### src/fid_pkg.sv
`default_nettype none

package fid_pkg;

	localparam int MAG_W = 32;
	localparam int TIME_W = 32;
	localparam int WIN_W = 16;
	localparam int CFG_IDX_W = 2;

	// register indexes on the configuration port
	localparam logic [CFG_IDX_W-1:0] REG_FALL_THRESH = 2'd0;
	localparam logic [CFG_IDX_W-1:0] REG_IMPACT_THRESH = 2'd1;
	localparam logic [CFG_IDX_W-1:0] REG_FALL_WINDOW = 2'd2;
	localparam logic [CFG_IDX_W-1:0] REG_COOLDOWN = 2'd3;

	localparam logic [MAG_W-1:0] FALL_THRESH_RST = 32'd33554432;
	localparam logic [MAG_W-1:0] IMPACT_THRESH_RST = 32'd1677721600;
	localparam logic [WIN_W-1:0] FALL_WINDOW_RST = 16'd300;
	localparam logic [WIN_W-1:0] COOLDOWN_RST = 16'd2000;

	typedef struct packed {
		logic [MAG_W-1:0] fall_thresh_sq;
		logic [MAG_W-1:0] impact_thresh_sq;
		logic [WIN_W-1:0] fall_window_ms;
		logic [WIN_W-1:0] cooldown_ms;
	} cfg_t;

	typedef struct packed {
		logic fall_event;
		logic impact_event;
		logic [TIME_W-1:0] fall_duration_ms;
		logic [MAG_W-1:0] mag_sq;
		logic [MAG_W-1:0] peak_mag_sq;
		logic [31:0] falls_total;
		logic [31:0] impacts_total;
	} res_t;

endpackage

`default_nettype wire

### src/fid_mag.sv
`default_nettype none

module fid_mag #(
	parameter int SAMPLE_BITS = 16
) (
	input wire logic [SAMPLE_BITS-1:0] x,
	input wire logic [SAMPLE_BITS-1:0] y,
	input wire logic [SAMPLE_BITS-1:0] z,
	output logic [fid_pkg::MAG_W-1:0] mag
);

	localparam int SQ_W = 2 * SAMPLE_BITS;
	// at least one bit above the result so saturation has something to test
	localparam int SUM_W = (SQ_W + 2 > fid_pkg::MAG_W + 1) ? SQ_W + 2 : fid_pkg::MAG_W + 1;

	logic [SAMPLE_BITS-1:0] ax, ay, az;
	logic [SQ_W-1:0] sqx, sqy, sqz;
	logic [SUM_W-1:0] sum;

	// two's complement magnitude; the most negative code maps to 2^(n-1)
	assign ax = x[SAMPLE_BITS-1] ? (~x + 1'b1) : x;
	assign ay = y[SAMPLE_BITS-1] ? (~y + 1'b1) : y;
	assign az = z[SAMPLE_BITS-1] ? (~z + 1'b1) : z;

	assign sqx = ax * ax;
	assign sqy = ay * ay;
	assign sqz = az * az;

	assign sum = SUM_W'(sqx) + SUM_W'(sqy) + SUM_W'(sqz);

	assign mag = (|sum[SUM_W-1:fid_pkg::MAG_W]) ? '1 : sum[fid_pkg::MAG_W-1:0];

endmodule

`default_nettype wire

### src/fid_detect.sv
`default_nettype none

module fid_detect (
	input wire logic clk,
	input wire logic arst_n,
	input wire logic step,
	input wire logic [fid_pkg::MAG_W-1:0] mag,
	input wire logic [fid_pkg::TIME_W-1:0] now,
	input wire logic clr,
	input wire fid_pkg::cfg_t cfg,
	output fid_pkg::res_t res
);

	logic in_free_fall_q;
	logic [fid_pkg::TIME_W-1:0] fall_start_q;
	logic [fid_pkg::TIME_W-1:0] last_alert_q;
	logic [fid_pkg::MAG_W-1:0] peak_q;
	logic [31:0] fall_cnt_q;
	logic [31:0] impact_cnt_q;

	logic [fid_pkg::MAG_W-1:0] peak_base, peak_n;
	logic [fid_pkg::TIME_W-1:0] since_alert, start_n, elapsed;
	logic cooling, low, high, start_new, fall, impact;

	assign peak_base = clr ? '0 : peak_q;
	assign peak_n = (mag > peak_base) ? mag : peak_base;

	// differences wrap modulo 2^32
	assign since_alert = now - last_alert_q;
	assign cooling = since_alert < fid_pkg::TIME_W'(cfg.cooldown_ms);

	assign low = mag < cfg.fall_thresh_sq;
	assign high = mag > cfg.impact_thresh_sq;
	assign start_new = low && !in_free_fall_q;
	assign start_n = start_new ? now : fall_start_q;
	assign elapsed = now - start_n;

	assign fall = low && (elapsed >= fid_pkg::TIME_W'(cfg.fall_window_ms)) && !cooling;
	assign impact = high && !cooling;

	always_comb begin
		res.fall_event = fall;
		res.impact_event = impact;
		res.fall_duration_ms = fall ? elapsed : '0;
		res.mag_sq = mag;
		res.peak_mag_sq = peak_n;
		res.falls_total = fall_cnt_q + 32'(fall);
		res.impacts_total = impact_cnt_q + 32'(impact);
	end

	always_ff @(posedge clk or negedge arst_n) begin
		if (!arst_n) begin
			in_free_fall_q <= 1'b0;
			fall_start_q <= '0;
			last_alert_q <= '0;
			peak_q <= '0;
			fall_cnt_q <= '0;
			impact_cnt_q <= '0;
		end else if (step) begin
			// re-arm after a reported fall
			in_free_fall_q <= low && !fall;
			fall_start_q <= start_n;
			if (fall || impact) begin
				last_alert_q <= now;
			end
			peak_q <= peak_n;
			fall_cnt_q <= res.falls_total;
			impact_cnt_q <= res.impacts_total;
		end
	end

endmodule

`default_nettype wire

### src/fall_impact_detector.sv
`default_nettype none

// channel   signals                                  direction
// sample    sample_valid/ready, accel_*, time_ms,    in
//           clear_peak
// result    result_valid/ready, fall_event, ...      out
// config    cfg_we, cfg_index, cfg_data              in, write only
//
// three register stages: input register, squared magnitude, result register.
// one item per cycle unless results stall; result_valid rises as res_q is loaded.
// detector state (peak, timers, counters) updates as an item enters the
// result register, so each item sees the state left by the one before it.
// reset clears all control state, counters and config to defaults.
// a stalled result backs up the stages behind it; sample_ready drops only when
// all three stages are full.

module fall_impact_detector #(
	parameter int SAMPLE_BITS = 16
) (
	input wire logic clk,
	input wire logic arst_n,

	input wire logic sample_valid,
	output logic sample_ready,
	input wire logic signed [SAMPLE_BITS-1:0] accel_x,
	input wire logic signed [SAMPLE_BITS-1:0] accel_y,
	input wire logic signed [SAMPLE_BITS-1:0] accel_z,
	input wire logic [fid_pkg::TIME_W-1:0] time_ms,
	input wire logic clear_peak,

	output logic result_valid,
	input wire logic result_ready,
	output logic fall_event,
	output logic impact_event,
	output logic [fid_pkg::TIME_W-1:0] fall_duration_ms,
	output logic [fid_pkg::MAG_W-1:0] mag_sq,
	output logic [fid_pkg::MAG_W-1:0] peak_mag_sq,
	output logic [31:0] falls_total,
	output logic [31:0] impacts_total,

	input wire logic cfg_we,
	input wire logic [fid_pkg::CFG_IDX_W-1:0] cfg_index,
	input wire logic [31:0] cfg_data
);

	fid_pkg::cfg_t cfg_q;

	logic valid_s1, valid_s2, valid_q;
	logic [SAMPLE_BITS-1:0] x_s1, y_s1, z_s1;
	logic [fid_pkg::TIME_W-1:0] time_s1, time_s2;
	logic clr_s1, clr_s2;
	logic [fid_pkg::MAG_W-1:0] mag_c, mag_s2;
	fid_pkg::res_t res_c, res_q;

	logic adv_out, s2_free, adv_s2, s1_free, take;

	assign adv_out = valid_s2 && (!valid_q || result_ready);
	assign s2_free = !valid_s2 || adv_out;
	assign adv_s2 = valid_s1 && s2_free;
	assign s1_free = !valid_s1 || adv_s2;
	assign sample_ready = s1_free;
	assign take = sample_valid && s1_free;

	always_ff @(posedge clk or negedge arst_n) begin
		if (!arst_n) begin
			cfg_q.fall_thresh_sq <= fid_pkg::FALL_THRESH_RST;
			cfg_q.impact_thresh_sq <= fid_pkg::IMPACT_THRESH_RST;
			cfg_q.fall_window_ms <= fid_pkg::FALL_WINDOW_RST;
			cfg_q.cooldown_ms <= fid_pkg::COOLDOWN_RST;
		end else if (cfg_we) begin
			case (cfg_index)
				fid_pkg::REG_FALL_THRESH: cfg_q.fall_thresh_sq <= cfg_data;
				fid_pkg::REG_IMPACT_THRESH: cfg_q.impact_thresh_sq <= cfg_data;
				fid_pkg::REG_FALL_WINDOW: cfg_q.fall_window_ms <= cfg_data[fid_pkg::WIN_W-1:0];
				fid_pkg::REG_COOLDOWN: cfg_q.cooldown_ms <= cfg_data[fid_pkg::WIN_W-1:0];
				default: ;
			endcase
		end
	end

	always_ff @(posedge clk or negedge arst_n) begin
		if (!arst_n) begin
			valid_s1 <= 1'b0;
			valid_s2 <= 1'b0;
			valid_q <= 1'b0;
		end else begin
			if (s1_free) begin
				valid_s1 <= sample_valid;
			end
			if (s2_free) begin
				valid_s2 <= valid_s1;
			end
			if (!valid_q || result_ready) begin
				valid_q <= valid_s2;
			end
		end
	end

	always_ff @(posedge clk) begin
		if (take) begin
			x_s1 <= accel_x;
			y_s1 <= accel_y;
			z_s1 <= accel_z;
			time_s1 <= time_ms;
			clr_s1 <= clear_peak;
		end
		if (adv_s2) begin
			mag_s2 <= mag_c;
			time_s2 <= time_s1;
			clr_s2 <= clr_s1;
		end
		if (adv_out) begin
			res_q <= res_c;
		end
	end

	fid_mag #(
		.SAMPLE_BITS(SAMPLE_BITS)
	) u_mag (
		.x(x_s1),
		.y(y_s1),
		.z(z_s1),
		.mag(mag_c)
	);

	fid_detect u_detect (
		.clk(clk),
		.arst_n(arst_n),
		.step(adv_out),
		.mag(mag_s2),
		.now(time_s2),
		.clr(clr_s2),
		.cfg(cfg_q),
		.res(res_c)
	);

	assign result_valid = valid_q;
	assign fall_event = res_q.fall_event;
	assign impact_event = res_q.impact_event;
	assign fall_duration_ms = res_q.fall_duration_ms;
	assign mag_sq = res_q.mag_sq;
	assign peak_mag_sq = res_q.peak_mag_sq;
	assign falls_total = res_q.falls_total;
	assign impacts_total = res_q.impacts_total;

	// input side stalls only when every stage holds an item
	a_ready_full: assert property (@(posedge clk) disable iff (!arst_n)
		!sample_ready |-> (valid_s1 && valid_s2 && valid_q))
		else $error("sample_ready low with a free stage");

	// a reported peak never falls below the sample that produced it
	a_peak_ge_mag: assert property (@(posedge clk) disable iff (!arst_n)
		result_valid |-> (peak_mag_sq >= mag_sq))
		else $error("peak below magnitude");

	// duration is only reported with a fall
	a_dur_zero: assert property (@(posedge clk) disable iff (!arst_n)
		(result_valid && !fall_event) |-> (fall_duration_ms == '0))
		else $error("duration without fall");

	// the result register holds the item the detector produced on the advance
	a_state_step: assert property (@(posedge clk) disable iff (!arst_n)
		adv_out |=> (res_q.impacts_total == $past(res_c.impacts_total)))
		else $error("result register lost its item");

endmodule

`default_nettype wire

### config.mk
export PLATFORM = sky130hd
export DESIGN_NAME = fall_impact_detector
export DESIGN_NICKNAME = d
export VERILOG_FILES = /design/src/fid_pkg.sv /design/src/fid_mag.sv /design/src/fid_detect.sv /design/src/fall_impact_detector.sv
export SDC_FILE = /design/constraint.sdc
export NUM_CORES = 2
export LEC_CHECK = 0
export BUFFER_PORTS_ARGS = -buffer_cell sky130_fd_sc_hd__buf_2
export CORE_UTILIZATION = 50
export CTS_CLUSTER_SIZE = 10
export DETAILED_ROUTE_END_ITERATION = 10
export PLACE_DENSITY_LB_ADDON = 0.1
export SKIP_CTS_REPAIR_TIMING = 1
export SYNTH_ARGS = -nofsm -noshare
export SYNTH_HDL_FRONTEND = slang
export SYNTH_SLANG_ARGS = --single-unit
### constraint.sdc
create_clock -name clk -period 20.5 [get_ports clk]
set_input_delay 1.025 -clock clk [delete_from_list [all_inputs] [get_ports clk]]
set_output_delay 1.025 -clock clk [all_outputs]
set_load 0.01 [all_outputs]
* Yosys cells after proc, flatten, opt, wreduce, memory -nomap -nowiden *
Cells that the tools add are included.

storage, ports and cells
  register bits = 568
  word-level logic and storage cells = 82

cells by class
  $add $sub $neg = 9
  multipliers = 3
  order comparisons = 5
  equal/unequal tests = 3
  mux-type cells = 6
  bitwise operators = 3
  reduce and logical (&&, ||, !) cells = 25

operators by type and width
  operator                                                          count
  16-bit by 16-bit multiplier with 32-bit output                    3
  32-bit two-way mux                                                3
  32-bit by 1-bit adder with 32-bit output                          2
  32-bit greater-than comparator                                    2
  32-bit subtractor                                                 2
  16-bit by 1-bit adder with 16-bit output (second input constant)  3
  16-bit two-way mux                                                3
  16-bit inverter                                                   3
  34-bit by 32-bit adder with 34-bit output                         1
  32-bit by 32-bit adder with 33-bit output                         1
  32-bit by 16-bit >= comparator with 1-bit output                  1
  32-bit by 16-bit less-than comparator with 1-bit output           1
  32-bit less-than comparator                                       1
  2-bit AND reduction                                               5
  1-bit logical AND                                                 8
  1-bit zero test                                                   6
  2-bit == test (second input constant)                             2
  1-bit logical OR                                                  4
  2-bit by 1-bit == test with 1-bit output (second input constant)  1
  2-bit zero test                                                   1
  2-bit OR reduction                                                1

* Logic depth before layout (Yosys ltp) *
  depth after elaboration = 9
  mapped depth = 54
  depth with buffers taken out = 51

* Modules after synthesis *
From an unflattened synthesis, not the netlist that was laid out.

unflattened totals
  cell total of the unflattened synthesis = 4886
  area, all modules = 51600.7 um2

by module, submodules not included
  module                instances  cells an instance  area an instance (um2)  sequential area each (um2)
  fid_mag               1          2539               22994.6                 0.0
  fid_detect            1          1823               15616.2                 4028.9
  fall_impact_detector  1          524                12990.0                 11743.8

* Worst setup path after synthesis *
OpenSTA, ideal clock, no wires.

  path type = flip-flop to flip-flop
  start = register y_s1[0]
  end = register mag_s2[10] in the netlist's numbering (data pin)
  library setup time = 0.268 ns
  data arrival time = 13.164 ns
  slack = 7.068 ns
  stages on the path, launching flop included = 49
  buffers on the path = 3
  clock period less this slack = 13.432 ns
  cell sequence = edfxtp_1 -> inv_1 -> clkbuf_1 -> ha_1 -> nand2_1 -> or3_1 -> o31ai_1 -> xor2_1 -> inv_1 -> nand2_1 -> fa_1 -> fa_1 -> inv_1 -> fa_1 -> inv_1 -> fa_1 -> inv_1 -> fa_1 -> [13 not listed] -> fa_1 -> inv_1 -> fa_1 -> fa_1 -> inv_1 -> ha_1 -> a21o_1 -> a21o_1 -> a21o_1 -> a211oi_1 -> o21bai_1 -> nor3_1 -> a2bb2oi_1 -> a211oi_1 -> a2111oi_1 -> clkbuf_1 -> buf_1 -> nand2_1

on the way
  word-level cells in the longest chain between the ends = 7

RTL lines
  item                                              RTL line                     text
  start, declared                                   fall_impact_detector.sv:49   logic [SAMPLE_BITS-1:0] x_s1, y_s1, z_s1;
  start signal, assigned                            fall_impact_detector.sv:102  y_s1 <= accel_y;
  16-bit inverter                                   fid_mag.sv:22                assign ay = y[SAMPLE_BITS-1] ? (~y + 1'b1) : y;
  16-bit by 1-bit adder with 16-bit output          fid_mag.sv:22
  16-bit two-way mux *                              fid_mag.sv:22
  16-bit by 16-bit multiplier with 32-bit output *  fid_mag.sv:26                assign sqy = ay * ay;
  32-bit by 32-bit adder with 33-bit output *       fid_mag.sv:29                assign sum = SUM_W'(sqx) + SUM_W'(sqy) + SUM_W'(sqz);
  34-bit by 32-bit adder with 34-bit output *       fid_mag.sv:29
  2-bit OR reduction                                fid_mag.sv:31                assign mag = (|sum[SUM_W-1:fid_pkg::MAG_W]) ? '1 : sum[fid_pkg::MAG_W-1:0];
  end signal, assigned                              fall_impact_detector.sv:108  mag_s2 <= mag_c;
  end, declared                                     fall_impact_detector.sv:52   logic [fid_pkg::MAG_W-1:0] mag_c, mag_s2;

Mark *: on every way between the ends. The rest lies on a longest branch, timed or not.
A chain may end at the register's enable or synchronous reset.

* Final worst setup path *
  start = register x_s1[0]
  end = register mag_s2[7] in the netlist's numbering (data pin)

on the way
  word-level cells in the longest chain between the ends = 7

RTL lines
  item                                              RTL line                     text
  start, declared                                   fall_impact_detector.sv:49
  start signal, assigned                            fall_impact_detector.sv:101  x_s1 <= accel_x;
  16-bit inverter                                   fid_mag.sv:21                assign ax = x[SAMPLE_BITS-1] ? (~x + 1'b1) : x;
  16-bit by 1-bit adder with 16-bit output          fid_mag.sv:21
  16-bit two-way mux *                              fid_mag.sv:21
  16-bit by 16-bit multiplier with 32-bit output *  fid_mag.sv:25                assign sqx = ax * ax;
  32-bit by 32-bit adder with 33-bit output *       fid_mag.sv:29
  34-bit by 32-bit adder with 34-bit output *       fid_mag.sv:29
  2-bit OR reduction                                fid_mag.sv:31

Marked as above.

==> out/qor.txt <==
Worst Tran Pin Value - 1.152 ns
post-DR vias/cell - 5.184
crit path kind - flop to flop
mean routed wirelength per cell - 18.39 um
worst hold path type - input pin to async pin
TritonCTS Sinks - 568
worst-skew pair later-pin latency - 0.63 ns
Critical Path Stages - 47
Post-Syn Instances - 4899
1st-iter DRT viols - 2005
CP max stage cell - edfxtp_1
CP peak stage delay - 0.69 ns
HPWL after DPL - 100100 um
die footprint - 0.1031 mm^2
CTS Buffer Depth - 3
clk slew on worst S/H paths - 0.06 ns
count of port buffers added during placement - 283
Req. time, crit path - 20.84 ns
RD Place Congestion - 0.9226
Worst slew margin - 22.86%
post-synthesis cell area - 0.05092 mm^2
Worst path top cell family by delay - adder cells
RSZ-0062 raised after global routing - no
Synth Flop Type - edfxtp_1
largest net degree at the start of global routing - 82
Async SR Flop Fraction - 45.77%
Die Y-Extent - 321.1 um
number of antenna violations at the first check in global routing - 2
Antenna Nets Post-Route - 0
Avg Inst Size Synth - 10.39 um^2
Max Fanout on Critical Path - 32
top cell type's share of synthesized area - 22.92%
synth warn - 0
post-synthesis sequential area ratio - 30.97%
Vias - 34410
Core Rows - 116
Final min period - 14.46 ns
Area growth, synth to finish - 10.35%
number of global-route vias before repair - 35450
setup TNS - 0 ns
global-route wire length before repair - 193000 um
total wire length - 122100 um
DRC viols - 0
fin crit share - 70.54%
Crit. End Element - flop
Core Area - 0.1004 mm^2
synth unique cells - 77
worst r2r dst - mag_s2[7]
Fill cells - 8954
Peak Freq - 0.06915 GHz
GR Overflow Total - 0
I/O pins - 284
Initial Util - 50.70%
Max-Cap Viols - 0
sequential cell area - 0.01577 mm^2
cell mode on critical path - fa_1
Synth area leaders - fa_1 23%, edfxtp_1 18%, dfrtp_1 12%
reg-to-reg slack, setup - 6.04 ns
CP arrival - 14.80 ns
Hold Violations, Final - 0
CTS H-tree lvls - 3
crit path buf inv count - 10
Worst R2R Start - x_s1[0]
clock root cell - clkbuf_16
leading area contributor after synthesis - fa_1
DRT Pass-1 Iters - 6
Net count, final - 6416
FF-to-FF path depth - 47
Inserted Clock Buffers - 70
FF+latch count, synth - 568
share of layout cells above drive strength 1 - 10.02%
pins over their slew limit - 0
status - finished clean
crit path from - x_s1[0]
GRT Util Overall - 24.22%
worst clock skew - 0.03195 ns
Post-synth EDFFs - 308
Die X - 321.1 um
CTS tree - yes
crit start category - flop
footprint of the multi-input gates - 0.03108 mm^2
Final Setup Violations - 0
==> sequential cells by signal (all words and copies together) (netlist names), 16 cells and up <==
name                   cells
mag_s2                    32
time_s1                   32
fall_duration_ms          32
z_s1                      16
u_detect.impact_cnt_q     32
x_s1                      16
peak_mag_sq               32
falls_total               32
impacts_total             32
u_detect.fall_start_q     32
y_s1                      16
time_s2                   32
cfg_q                     96
u_detect.last_alert_q     32
mag_sq                    32
u_detect.peak_q           32
u_detect.fall_cnt_q       32
==> layout by cell type, fill, tap and decap left out, types with 83 or more instances in the layout <==
| master | n |
|---|---|
| nor2_1 | 341 |
| edfxtp_1 | 308 |
| inv_1 | 997 |
| o21ai_0 | 141 |
| dfrtp_1 | 246 |
| fa_1 | 583 |
| xor2_1 | 130 |
| ha_1 | 488 |
| a21o_1 | 83 |
| a21oi_1 | 128 |
| xnor2_1 | 148 |
| buf_2 | 282 |
| nand2_1 | 393 |
==> metal layers <==
metal  GRT usage (%)  wire [um]  vias up
met4           7.407       3541        0
met1           32.02      52670    16960
li1                -          -    16490
met5               0          0        -
met3           4.112       6751      159
met2           40.70      59110      802
==> cell families after synthesis <==
logic type	count (synthesis)	share of synthesized area [%]
buffers and inverters	1127	8.393
AND/OR/NAND/NOR	1094	9.715
adder cells (fa/ha/maj)	1071	34.91
AO/OA/AOI/OAI	593	7.703
flip-flops	568	30.97
XOR/XNOR	278	4.781
multiplexers	166	3.509
other	2	0.01475
==> synthesized netlist by cell type (all sizes together), types with 8 or more instances <==
library cell	n
a31oi	13
a22o	34
o2111ai	9
o21ai	145
o211ai	18
dfstp	14
buf	11
o21bai	17
nor3	38
o31ai	14
mux2	100
inv	1000
xnor2	148
a21o	83
nor4	14
xor2	130
nor2b	20
clkbuf	99
nand2b	69
and3	50
ha	488
nand2	394
edfxtp	308
a211oi	28
and2	12
o21a	43
dfrtp	246
clkinv	17
nand3	59
mux2i	66
or4	8
fa	583
nor2	341
nand4	51
a21oi	130
or3	8
==> area by class of cell <==
type	count	share of cell area, %
multi-input combinational	3239	55.31
sequential	568	28.07
inverter	1017	6.807
clock buffer	115	3.473
timing repair buffer	329	3.153
tap	1357	3.021
clock inverter	12	0.1670
antenna	1	0.004453
==> through the flow <==
stage	cells	area (um^2)	hold slack, ns	setup WS [ns]	utilization [%]
floorplan	4934	51050	0.4003	7.068	-
global placement	6510	54150	0.4010	6.646	53.91
detailed placement	6510	54150	0.4045	6.166	53.91
CTS	6637	56190	0.3505	6.130	55.95
global route	6637	56190	0.3833	5.248	55.95
finish	6638	56200	0.3441	6.039	55.95
==> how the worst max path moves through the flow <==
stage	end	slack, ns
CTS	mag_s2[7]	6.13
finish	mag_s2[7]	6.04
detailed placement	mag_s2[7]	6.17
floorplan	mag_s2[10]	7.07
global placement	mag_s2[7]	6.65
global route	mag_s2[7]	5.25
Power is left out: the tool's default activity adds up to more than one toggle a clock period on the data nets, which glitch-free logic cannot reach.
